[config.mk]
export PLATFORM = sky130hd
export DESIGN_NAME = recurring_decimal_finder
export DESIGN_NICKNAME = d
export VERILOG_FILES = /design/src/rtl/rdf_pkg.sv /design/src/rtl/recurring_decimal_finder.sv
export VERILOG_INCLUDE_DIRS = /design/src /design/src/rtl
export SDC_FILE = /design/constraint.sdc
export NUM_CORES = 2
export LEC_CHECK = 0
export BUFFER_PORTS_ARGS = -buffer_cell sky130_fd_sc_hd__buf_2
export CORE_ASPECT_RATIO = 1.75
export CORE_MARGIN = 3
export CORE_UTILIZATION = 45
export DETAILED_ROUTE_END_ITERATION = 10
export PLACE_DENSITY_LB_ADDON = 0.05
export SETUP_SLACK_MARGIN = 0.5
export SLEW_MARGIN = 25
export SYNTH_ARGS = -nofsm -noshare
export SYNTH_HDL_FRONTEND = slang
export SYNTH_SLANG_ARGS = --single-unit
export TNS_END_PERCENT = 20
[constraint.sdc]
create_clock -name clock -period 10 [get_ports clock]
set_clock_uncertainty 0.2 [all_clocks]
set_input_delay 2 -clock clock [delete_from_list [all_inputs] [get_ports clock]]
set_output_delay 2 -clock clock [all_outputs]
set_load 0.005 [all_outputs]
[src/rtl/recurring_decimal_finder_defines.svh]
// ----------------------------------------------------------------------------
// recurring_decimal_finder_defines
// assertion macros for the recurring decimal finder
// ----------------------------------------------------------------------------
`ifndef RECURRING_DECIMAL_FINDER_DEFINES_SVH
`define RECURRING_DECIMAL_FINDER_DEFINES_SVH

`ifndef SYNTHESIS
`define RDF_ASSERT_IMPLY(label, ante, cons) \
   label: assert property (@(posedge clock) disable iff (reset) (ante) |-> (cons)) \
      else $error("implication check failed");
`define RDF_ASSERT_NEXT(label, ante, cons) \
   label: assert property (@(posedge clock) disable iff (reset) (ante) |=> (cons)) \
      else $error("next cycle check failed");
`else
`define RDF_ASSERT_IMPLY(label, ante, cons)
`define RDF_ASSERT_NEXT(label, ante, cons)
`endif

`endif

[src/rtl/rdf_pkg.sv]
// ----------------------------------------------------------------------------
// rdf_pkg
// types and constants of the recurring decimal finder
// ----------------------------------------------------------------------------
package rdf_pkg;

   localparam int HIST_DEPTH = 64;
   localparam int ADDR_W     = (HIST_DEPTH > 2) ? $clog2(HIST_DEPTH) : 1;
   localparam int REM_W      = 29;
   localparam int PROD_W     = REM_W + 4;
   localparam int LIMIT_W    = 7;
   localparam int CMP_W      = 8;
   localparam logic [CMP_W-1:0] DEPTH_LIM = CMP_W'(HIST_DEPTH);

   typedef enum logic [1:0] {
      STATUS_RECUR   = 2'd0,
      STATUS_PLAIN   = 2'd1,
      STATUS_INVALID = 2'd2
   } status_type;

   typedef struct packed {
      logic [REM_W-1:0]   numerator;
      logic [REM_W-1:0]   denominator;
      logic [LIMIT_W-1:0] digit_limit;
   } req_type;

   typedef struct packed {
      logic [3:0] digit;
      logic       in_cycle;
      status_type status;
      logic       last;
   } rsp_type;

   typedef struct packed {
      logic [3:0]       digit;
      logic [REM_W-1:0] remainder;
   } hist_entry_type;

endpackage

[src/rtl/recurring_decimal_finder.sv]
// ----------------------------------------------------------------------------
// recurring_decimal_finder
// long division of a proper fraction with detection of the repeating part
// sequence: a start check, then per digit a division step per quotient bit, a
// history write and a search of the earlier entries, then one output per digit
// throughput: one transaction at a time, set by the shared subtract/compare unit
// and the single history memory port
// reset: synchronous, clears the sequencer and the result valid; history is not cleared
// ----------------------------------------------------------------------------
`include "recurring_decimal_finder_defines.svh"

module recurring_decimal_finder
   import rdf_pkg::*;
(
   input  logic    clock,
   input  logic    reset,
   input  logic    req_valid,
   output logic    req_ready,
   input  req_type req_payload,
   output logic    rsp_valid,
   input  logic    rsp_ready,
   output rsp_type rsp_payload
);

   typedef enum logic [3:0] {
      S_IDLE,
      S_START,
      S_DIV,
      S_WRITE,
      S_SCAN_RD,
      S_SCAN_CMP,
      S_NEXT,
      S_OUT_RD,
      S_OUT_LD,
      S_EMIT
   } state_type;

   state_type         state_ff, state_in;
   req_type           req_ff, req_in;
   logic [PROD_W-1:0] prod_ff, prod_in;
   logic [3:0]        q_ff, q_in;
   logic [1:0]        bit_ff, bit_in;
   logic [ADDR_W-1:0] pos_ff, pos_in;
   logic [ADDR_W-1:0] idx_ff, idx_in;
   logic [ADDR_W-1:0] match_ff, match_in;
   status_type        status_ff, status_in;
   logic              rsp_valid_ff, rsp_valid_in;
   rsp_type           rsp_payload_ff, rsp_payload_in;

   hist_entry_type    hist_mem [HIST_DEPTH];
   hist_entry_type    rd_data_ff;
   hist_entry_type    wr_data;
   logic              mem_we;
   logic              mem_re;
   logic [ADDR_W-1:0] mem_addr;

   logic              slot_free;
   logic [PROD_W-1:0] den_shift;
   logic [CMP_W-1:0]  pos_inc;
   logic [CMP_W-1:0]  limit_ext;
   logic [ADDR_W-1:0] pos_last;
   logic [REM_W-1:0]  cur_rem;

   function automatic logic [PROD_W-1:0] times_ten(input logic [REM_W-1:0] x);
      logic [PROD_W-1:0] w;
      w = PROD_W'(x);
      return (w << 3) + (w << 1);
   endfunction

   assign req_ready   = (state_ff == S_IDLE);
   assign rsp_valid   = rsp_valid_ff;
   assign rsp_payload = rsp_payload_ff;

   assign slot_free = !rsp_valid_ff || rsp_ready;
   assign den_shift = PROD_W'(req_ff.denominator) << bit_ff;
   assign pos_inc   = CMP_W'(pos_ff) + CMP_W'(1);
   assign limit_ext = CMP_W'(req_ff.digit_limit);
   assign pos_last  = pos_ff - 1'b1;
   assign cur_rem   = prod_ff[REM_W-1:0];
   assign wr_data   = '{digit: q_ff, remainder: cur_rem};

   always_comb begin
      state_in       = state_ff;
      req_in         = req_ff;
      prod_in        = prod_ff;
      q_in           = q_ff;
      bit_in         = bit_ff;
      pos_in         = pos_ff;
      idx_in         = idx_ff;
      match_in       = match_ff;
      status_in      = status_ff;
      rsp_valid_in   = rsp_valid_ff && !rsp_ready;
      rsp_payload_in = rsp_payload_ff;
      mem_we         = 1'b0;
      mem_re         = 1'b0;
      mem_addr       = idx_ff;

      case (state_ff)
         S_IDLE: begin
            if (req_valid) begin
               req_in   = req_payload;
               state_in = S_START;
            end
         end
         S_START: begin
            if (req_ff.denominator == '0 || req_ff.numerator >= req_ff.denominator) begin
               status_in = STATUS_INVALID;
               state_in  = S_EMIT;
            end else begin
               prod_in  = times_ten(req_ff.numerator);
               q_in     = '0;
               bit_in   = 2'd3;
               pos_in   = '0;
               state_in = S_DIV;
            end
         end
         S_DIV: begin
            if (prod_ff >= den_shift) begin
               prod_in = prod_ff - den_shift;
               q_in    = q_ff | (4'd1 << bit_ff);
            end
            if (bit_ff == 2'd0) begin
               state_in = S_WRITE;
            end else begin
               bit_in = bit_ff - 2'd1;
            end
         end
         S_WRITE: begin
            mem_we   = 1'b1;
            mem_addr = pos_ff;
            idx_in   = '0;
            state_in = (pos_ff == '0) ? S_NEXT : S_SCAN_RD;
         end
         S_SCAN_RD: begin
            mem_re   = 1'b1;
            state_in = S_SCAN_CMP;
         end
         S_SCAN_CMP: begin
            if (rd_data_ff == wr_data) begin
               if (cur_rem != '0) begin
                  match_in = idx_ff;
                  idx_in   = '0;
                  state_in = S_OUT_RD;
               end else begin
                  status_in = STATUS_PLAIN;
                  state_in  = S_EMIT;
               end
            end else if (idx_ff == pos_last) begin
               state_in = S_NEXT;
            end else begin
               idx_in   = idx_ff + 1'b1;
               state_in = S_SCAN_RD;
            end
         end
         S_NEXT: begin
            if (pos_inc >= limit_ext || pos_inc >= DEPTH_LIM) begin
               status_in = STATUS_PLAIN;
               state_in  = S_EMIT;
            end else begin
               pos_in   = pos_ff + 1'b1;
               prod_in  = times_ten(cur_rem);
               q_in     = '0;
               bit_in   = 2'd3;
               state_in = S_DIV;
            end
         end
         S_OUT_RD: begin
            mem_re   = 1'b1;
            state_in = S_OUT_LD;
         end
         S_OUT_LD: begin
            if (slot_free) begin
               rsp_valid_in            = 1'b1;
               rsp_payload_in.digit    = rd_data_ff.digit;
               rsp_payload_in.in_cycle = (idx_ff >= match_ff);
               rsp_payload_in.status   = STATUS_RECUR;
               rsp_payload_in.last     = (idx_ff == pos_last);
               if (idx_ff == pos_last) begin
                  state_in = S_IDLE;
               end else begin
                  idx_in   = idx_ff + 1'b1;
                  state_in = S_OUT_RD;
               end
            end
         end
         S_EMIT: begin
            if (slot_free) begin
               rsp_valid_in            = 1'b1;
               rsp_payload_in.digit    = '0;
               rsp_payload_in.in_cycle = 1'b0;
               rsp_payload_in.status   = status_ff;
               rsp_payload_in.last     = 1'b1;
               state_in                = S_IDLE;
            end
         end
         default: begin
            state_in = S_IDLE;
         end
      endcase
   end

   always_ff @(posedge clock) begin
      if (reset) begin
         state_ff     <= S_IDLE;
         rsp_valid_ff <= 1'b0;
      end else begin
         state_ff     <= state_in;
         rsp_valid_ff <= rsp_valid_in;
      end
      req_ff         <= req_in;
      prod_ff        <= prod_in;
      q_ff           <= q_in;
      bit_ff         <= bit_in;
      pos_ff         <= pos_in;
      idx_ff         <= idx_in;
      match_ff       <= match_in;
      status_ff      <= status_in;
      rsp_payload_ff <= rsp_payload_in;
   end

   // digit and remainder history
   always_ff @(posedge clock) begin
      if (mem_we) begin
         hist_mem[mem_addr] <= wr_data;
      end
      if (mem_re) begin
         rd_data_ff <= hist_mem[mem_addr];
      end
   end

   `RDF_ASSERT_IMPLY(a_non_recur_single, rsp_valid && rsp_payload.status != STATUS_RECUR, rsp_payload.last)
   `RDF_ASSERT_IMPLY(a_digit_decimal, rsp_valid, rsp_payload.digit <= 4'd9)
   `RDF_ASSERT_IMPLY(a_scan_in_range, state_ff == S_SCAN_CMP, idx_ff < pos_ff)
   `RDF_ASSERT_NEXT(a_accept_starts, req_valid && req_ready, state_ff == S_START)

endmodule

# Yosys cells after proc, flatten, opt, wreduce, memory -nomap -nowiden
# Memory sizes are Yosys's and may differ from the RTL's. A register that Yosys moved wholly into a read port is not among the register bits.
# Cells that the tools add are included.
dict set report classes {
  mux 47
  n_bitwise 1
  magnitude_cmp 5
  shifts 2
  n_addsub 8
  eq_ne 24
  n_reduce_logical 27
}
# operator count
set op_table {}
lappend op_table {{$mux 33} 3}
lappend op_table {{$pmux 33 s3} 1}
lappend op_table {{$add 32x30->33} 2}
lappend op_table {{$mux 4} 11}
lappend op_table {{$mux 6} 7}
lappend op_table {{$pmux 4 s10} 1}
lappend op_table {{$eq 33x33->1} 1}
lappend op_table {{$ge 33x33->1} 1}
lappend op_table {{$shl 29x2->33} 1}
lappend op_table {{$sub 33x33->33} 1}
lappend op_table {{$ge 29x29->1} 1}
lappend op_table {{$logic_not 29->1} 1}
lappend op_table {{$reduce_bool 29->1} 1}
lappend op_table {{$ne 2x2->1 const B} 12}
lappend op_table {{$mux 2} 9}
lappend op_table {{$pmux 6 s3} 1}
lappend op_table {{$eq 4x3->1 const B} 4}
lappend op_table {{$mux 8} 2}
lappend op_table {{$pmux 8 s2} 1}
lappend op_table {{$add 6x1->6 const B} 2}
lappend op_table {{$pmux 2 s3} 2}
lappend op_table {{$pmux 4 s3} 1}
lappend op_table {{$pmux 6 s2} 1}
lappend op_table {{$reduce_and 3->1} 4}
lappend op_table {{other kinds (27)} 43}
dict set report totals {
  elab_cells 131
  out_inout_bits 10
  mem_count 1
  ram_bits 2112
  ff_bits 137
  inputBits 69
}
# memory depth word_bits read_ports rd_clocked_by_memory_dff wr line
set mem_list {}
lappend mem_list {hist_mem 64 33 1 1 1 recurring_decimal_finder.sv:50} ;# hist_entry_type hist_mem [HIST_DEPTH];

# Longest topological paths before layout
dict set report depth {
  depth_word 5
  ltp_mapped 17
  depth_no_buf 16
}

# Worst setup path after synthesis
# Ideal clock, no wire load.
dict set report synth_timing {
  path_kind {reg-to-reg}
  start {register bit_ff[0]}
  end {register prod_ff[0] (enable)}
  stages_incl_launch_ff 16
  arrival_ns 5.279
  n_path_buf 2
  synth_period_minus_slack_ns 5.911
  path_slack_ns 4.089
  required_time_ns 9.369
  setup_ns 0.431
  path_cell_list {edfxtp_1 clkbuf_1 buf_1 mux4_2 inv_1 ha_1 o21a_1 o21ai_0 nand2b_1 a21oi_1 or2_2 o21ai_0 o21ai_0 o31ai_1 o21ai_0 nor2_1}
}
dict set report synth_between {
  elab_chain_cells 4
}
# element line
set synth_lines {}
lappend synth_lines {{start, declared} recurring_decimal_finder.sv:42} ;# logic [1:0] bit_ff, bit_in;
lappend synth_lines {{start signal, assigned} recurring_decimal_finder.sv:213} ;# bit_ff <= bit_in;
lappend synth_lines {{$shl 29x2->33} recurring_decimal_finder.sv:75} ;# assign den_shift = PROD_W'(req_ff.denominator) << bit_ff;
lappend synth_lines {{$ge 33x33->1} recurring_decimal_finder.sv:118} ;# if (prod_ff >= den_shift) begin
lappend synth_lines {{$ne 2x2->1 (no line)} --}
lappend synth_lines {{$reduce_and 4->1 (no line)} --}
lappend synth_lines {{end signal, assigned} recurring_decimal_finder.sv:211} ;# prod_ff <= prod_in;
lappend synth_lines {{end, declared} recurring_decimal_finder.sv:40} ;# logic [PROD_W-1:0] prod_ff, prod_in;
# No other way between the ends.
# A chain may end at the register's enable or synchronous reset.

# Worst setup path after layout
dict set report layout_timing {
  start {register state_ff[0]}
  end {register rd_data_ff[13] (netlist name)}
}
dict set report layout_between {
  elab_chain_cells 3
  word_cells_on_any_way 6
  classes_between {eq/ne: 3; mux: 2; reduce/logical: 1}
}
# element line
set layout_lines {}
lappend layout_lines {{start, declared} recurring_decimal_finder.sv:38} ;# state_type state_ff, state_in;
lappend layout_lines {{start signal, assigned} recurring_decimal_finder.sv:207} ;# state_ff <= state_in;
lappend layout_lines {{$eq 4x3->1} recurring_decimal_finder.sv:98} ;# case (state_ff)
lappend layout_lines {{$reduce_or 2->1 (no line)} --}
lappend layout_lines {{$mux 1} recurring_decimal_finder.sv:98}
# Parallel ways exist; a longest one is shown, timed or not.

==> flow_metrics.env <==
export IMPL_cp_slowest_cell="dfxtp_1"
export IMPL_peakVddDrop_mv=0.2013
export IMPL_hpwlAfterDp_microns=197200
export IMPL_worstMarginPinSlew_ps=1201
export IMPL_cp_num_buf_inv=3
export IMPL_synthTopCellsByCount="edfxtp_1, a22oi_1, nand2_1"
export IMPL_synthCells=5715
export IMPL_p_per_area_nw_per_um2=268.4
export IMPL_internal_power_mw=18.14
export IMPL_cts_setup_buffers=0
export IMPL_ys_top_cells_by_area="edfxtp_1, a22oi_1, nand2_1"
export IMPL_ys_warnings_count=0
export IMPL_dieArea_sq_um=206800
export IMPL_synth_top_area_share_pct=75.53
export IMPL_reg2regPathDepth=13
export IMPL_min_period_ps=6097
export IMPL_slew_headroom_pct=19.19
export IMPL_grt_max_degree=85
export IMPL_gp_congestion=0.9021
export IMPL_cp_cell_sequence="nand2b_1 > nor2_8 > a21o_4 > buf_4 > nor2_4 > buf_12 > buf_4 > a22oi_1 > nand2_1 > o21ai_0 > nand2_1 > nor4_1 > nand3_1"
export IMPL_r2r_start="state_ff[0]"
export IMPL_cts_tree="yes"
export IMPL_antenna_found_initial=25
export IMPL_grt_pass1_wl_microns=441300
export IMPL_setup_tns_ps=0
export IMPL_drt_total_wl_microns=320700
export IMPL_min_period_over_period_pct=60.97
export IMPL_netlist_area_sq_um=90520
export IMPL_layout_nets=6154
export IMPL_place_area_sq_um=95570
export IMPL_maxCapViolations=0
export IMPL_leakage_nw=33.11
export IMPL_synth_edf_count=2277
export IMPL_r2r_slack_ps=3900
export IMPL_power_frac_clock_pct=28.0
export IMPL_cp_end_kind="register"
export IMPL_clk_path_buf_depth=4
export IMPL_dp_slack_ps=4143
export IMPL_cts_sink_count=2282
export IMPL_final_cell_area_sq_um=101900
export IMPL_dr_pass1_iters=6
export IMPL_fp_dieW_microns=345.0
export IMPL_cpLargestDelayFamily="simple AND/OR/NAND/NOR gates"
export IMPL_holdPathEnd="rsp_payload[2]"
export IMPL_areaGrowthSynthToFinish_pct=12.58
export IMPL_die_height_microns=599.3
export IMPL_hold_violations=0
export IMPL_io_pin_count=79
export IMPL_drive_gt1_share_pct=12.52
export IMPL_crit_required_ps=10370
export IMPL_drt_iter0_drc=6544
export IMPL_r2r_end="rd_data_ff[13]"
export IMPL_drtAntennaViolNets=0
export IMPL_cts_buffers=209
export IMPL_synth_seq_cells=2282
export IMPL_vias_per_cell=6.365
export IMPL_critical_path_class="register to register"
export IMPL_io_buffer_count=78
export IMPL_fmax_ghz=0.1640
export IMPL_clkLatencyLatePin_ps=890
export IMPL_grt_ovfl_total=0
export IMPL_cts_repair_resized=0
export IMPL_synth_cell_types=80
export IMPL_async_flop_share_pct=0
export IMPL_rows=217
export IMPL_h_tree_depth=4
export IMPL_hp_start="status_ff[1]"
export IMPL_cts_root_buf="clkbuf_16"
export IMPL_hold_path_depth=1
export IMPL_slew_viol_final=0
export IMPL_synth_area_per_cell_sq_um=15.84
export IMPL_gr_usage_all_layers_pct=30.43
export IMPL_setup_slack_ps=3903
export IMPL_vias=55629
export IMPL_initial_core_util_pct=45.30
export IMPL_wl_per_cell_microns=36.69
export IMPL_fp_coreArea_sq_um=199800
export IMPL_drc=0
export IMPL_yosysMostFrequentCell="edfxtp_1"
export IMPL_yosys_area_top_type="edfxtp_1"
export IMPL_startpoint_type="register"
export IMPL_rsz0062_at_grt="false"
export IMPL_hp_class="register to register"
export IMPL_p_comb_share_pct=26.8
export IMPL_path_clk_slew_ps=70
export IMPL_synth_nets=5924
export IMPL_p_total_mw=27.36
export IMPL_seqPwrFrac_pct=45.2
export IMPL_p_sw_share_pct=33.69
export IMPL_max_stage_delay_ps=800
export IMPL_synthFlopType="edfxtp_1"
export IMPL_switching_power_mw=9.215
export IMPL_seq_area_frac_synth_pct=75.64
export IMPL_grt_pass1_vias=54642
export IMPL_setup_viol=0
export IMPL_cp_arrival_ps=6470
export IMPL_outcome="finished, final reports clean"
export IMPL_cts_hold_buf=0
export IMPL_critPathMaxFanout=63
==> per-stage QoR <==
| step | util [%] | instances | hold slack, ps |
|---|---|---|---|
| after floorplan | - | 5715 | 255.0 |
| after global placement | 47.76 | 8356 | 320.4 |
| after detailed placement | 47.82 | 8361 | 309.2 |
| after CTS | 50.97 | 8729 | 336.0 |
| after global routing | 50.99 | 8734 | 358.9 |
| final | 51.00 | 8740 | 329.0 |
==> layout by cell type (no fill, tap or decap), types with 40 or more instances in the layout <==
| cell | n |
|---|---|
| a31oi_1 | 53 |
| nand4_1 | 86 |
| xor2_1 | 56 |
| a22oi_1 | 852 |
| nor2_4 | 73 |
| ha_1 | 137 |
| a21o_1 | 44 |
| buf_4 | 244 |
| clkinv_1 | 59 |
| xnor2_1 | 74 |
| a21oi_1 | 242 |
| buf_2 | 78 |
| nor3_1 | 40 |
| o22ai_1 | 49 |
| clkbuf_1 | 44 |
| nand2_1 | 492 |
| a41oi_1 | 53 |
| nor2_1 | 122 |
| inv_1 | 103 |
| mux2i_1 | 91 |
| clkbuf_16 | 212 |
| o21ai_0 | 138 |
| edfxtp_1 | 2277 |
==> layout make-up <==
type	count	area, sq um
Fill cell	16780	97920
Sequential cell	2282	68480
Multi-Input combinational cell	3013	20960
Clock buffer	256	5470
Tap cell	2628	3288
Timing Repair Buffer	336	2484
Clock inverter	112	823.3
Inverter	103	386.6
Antenna cell	10	25.02
==> cells by family after synthesis <==
group	synth area share, %
fa+ha+maj	1.960
flops	75.64
simple gates	5.046
buf+inv	2.094
xor+xnor	1.258
compound gates	12.40
mux	1.601
==> how the worst max path moves through the flow <==
stage                      from             end  slack (ps)  depth (start not counted)
detailed placement  state_ff[3]  rd_data_ff[25]        4140                         12
CTS                 state_ff[3]  rd_data_ff[17]        4130                         12
global placement    state_ff[0]  rd_data_ff[23]        3560                         13
floorplan             bit_ff[0]      prod_ff[0]        4090                         15
global route        state_ff[0]  rd_data_ff[13]        3840                         13
finish              state_ff[0]  rd_data_ff[13]        3900                         13
==> power groups by stage <==
stage	clock network, mW	logic [mW]	registers [mW]
CTS	7.75	7.28	12.4
detailed placement	0	7.26	12.6
global placement	0	7.16	12.6
global route	8.11	7.72	12.4
floorplan	0	3.35	13.1
finish	7.66	7.34	12.4
==> sequential cells by signal, summed over array words and instances (netlist names) <==
register,flops
hist_mem,2112
req_ff,58
prod_ff,33
rd_data_ff,33
rsp_payload,8
limit_ext,7
idx_ff,6
match_ff,6
pos_ff,6
q_ff,4
state_ff,4
bit_ff,2
status_ff,2
rsp_valid,1
==> per-layer routing <==
layer | vias up | part of all wire, % | GRT usage (%)
li1 | 23376 | - | -
met4 | 4 | 6.9 | 18.25
met3 | 674 | 7.2 | 4.744
met1 | 28943 | 36 | 36.45
met2 | 2632 | 50 | 52.00
met5 | - | 0.0084 | 0
Note: power is estimated with default switching activity, not from simulation.
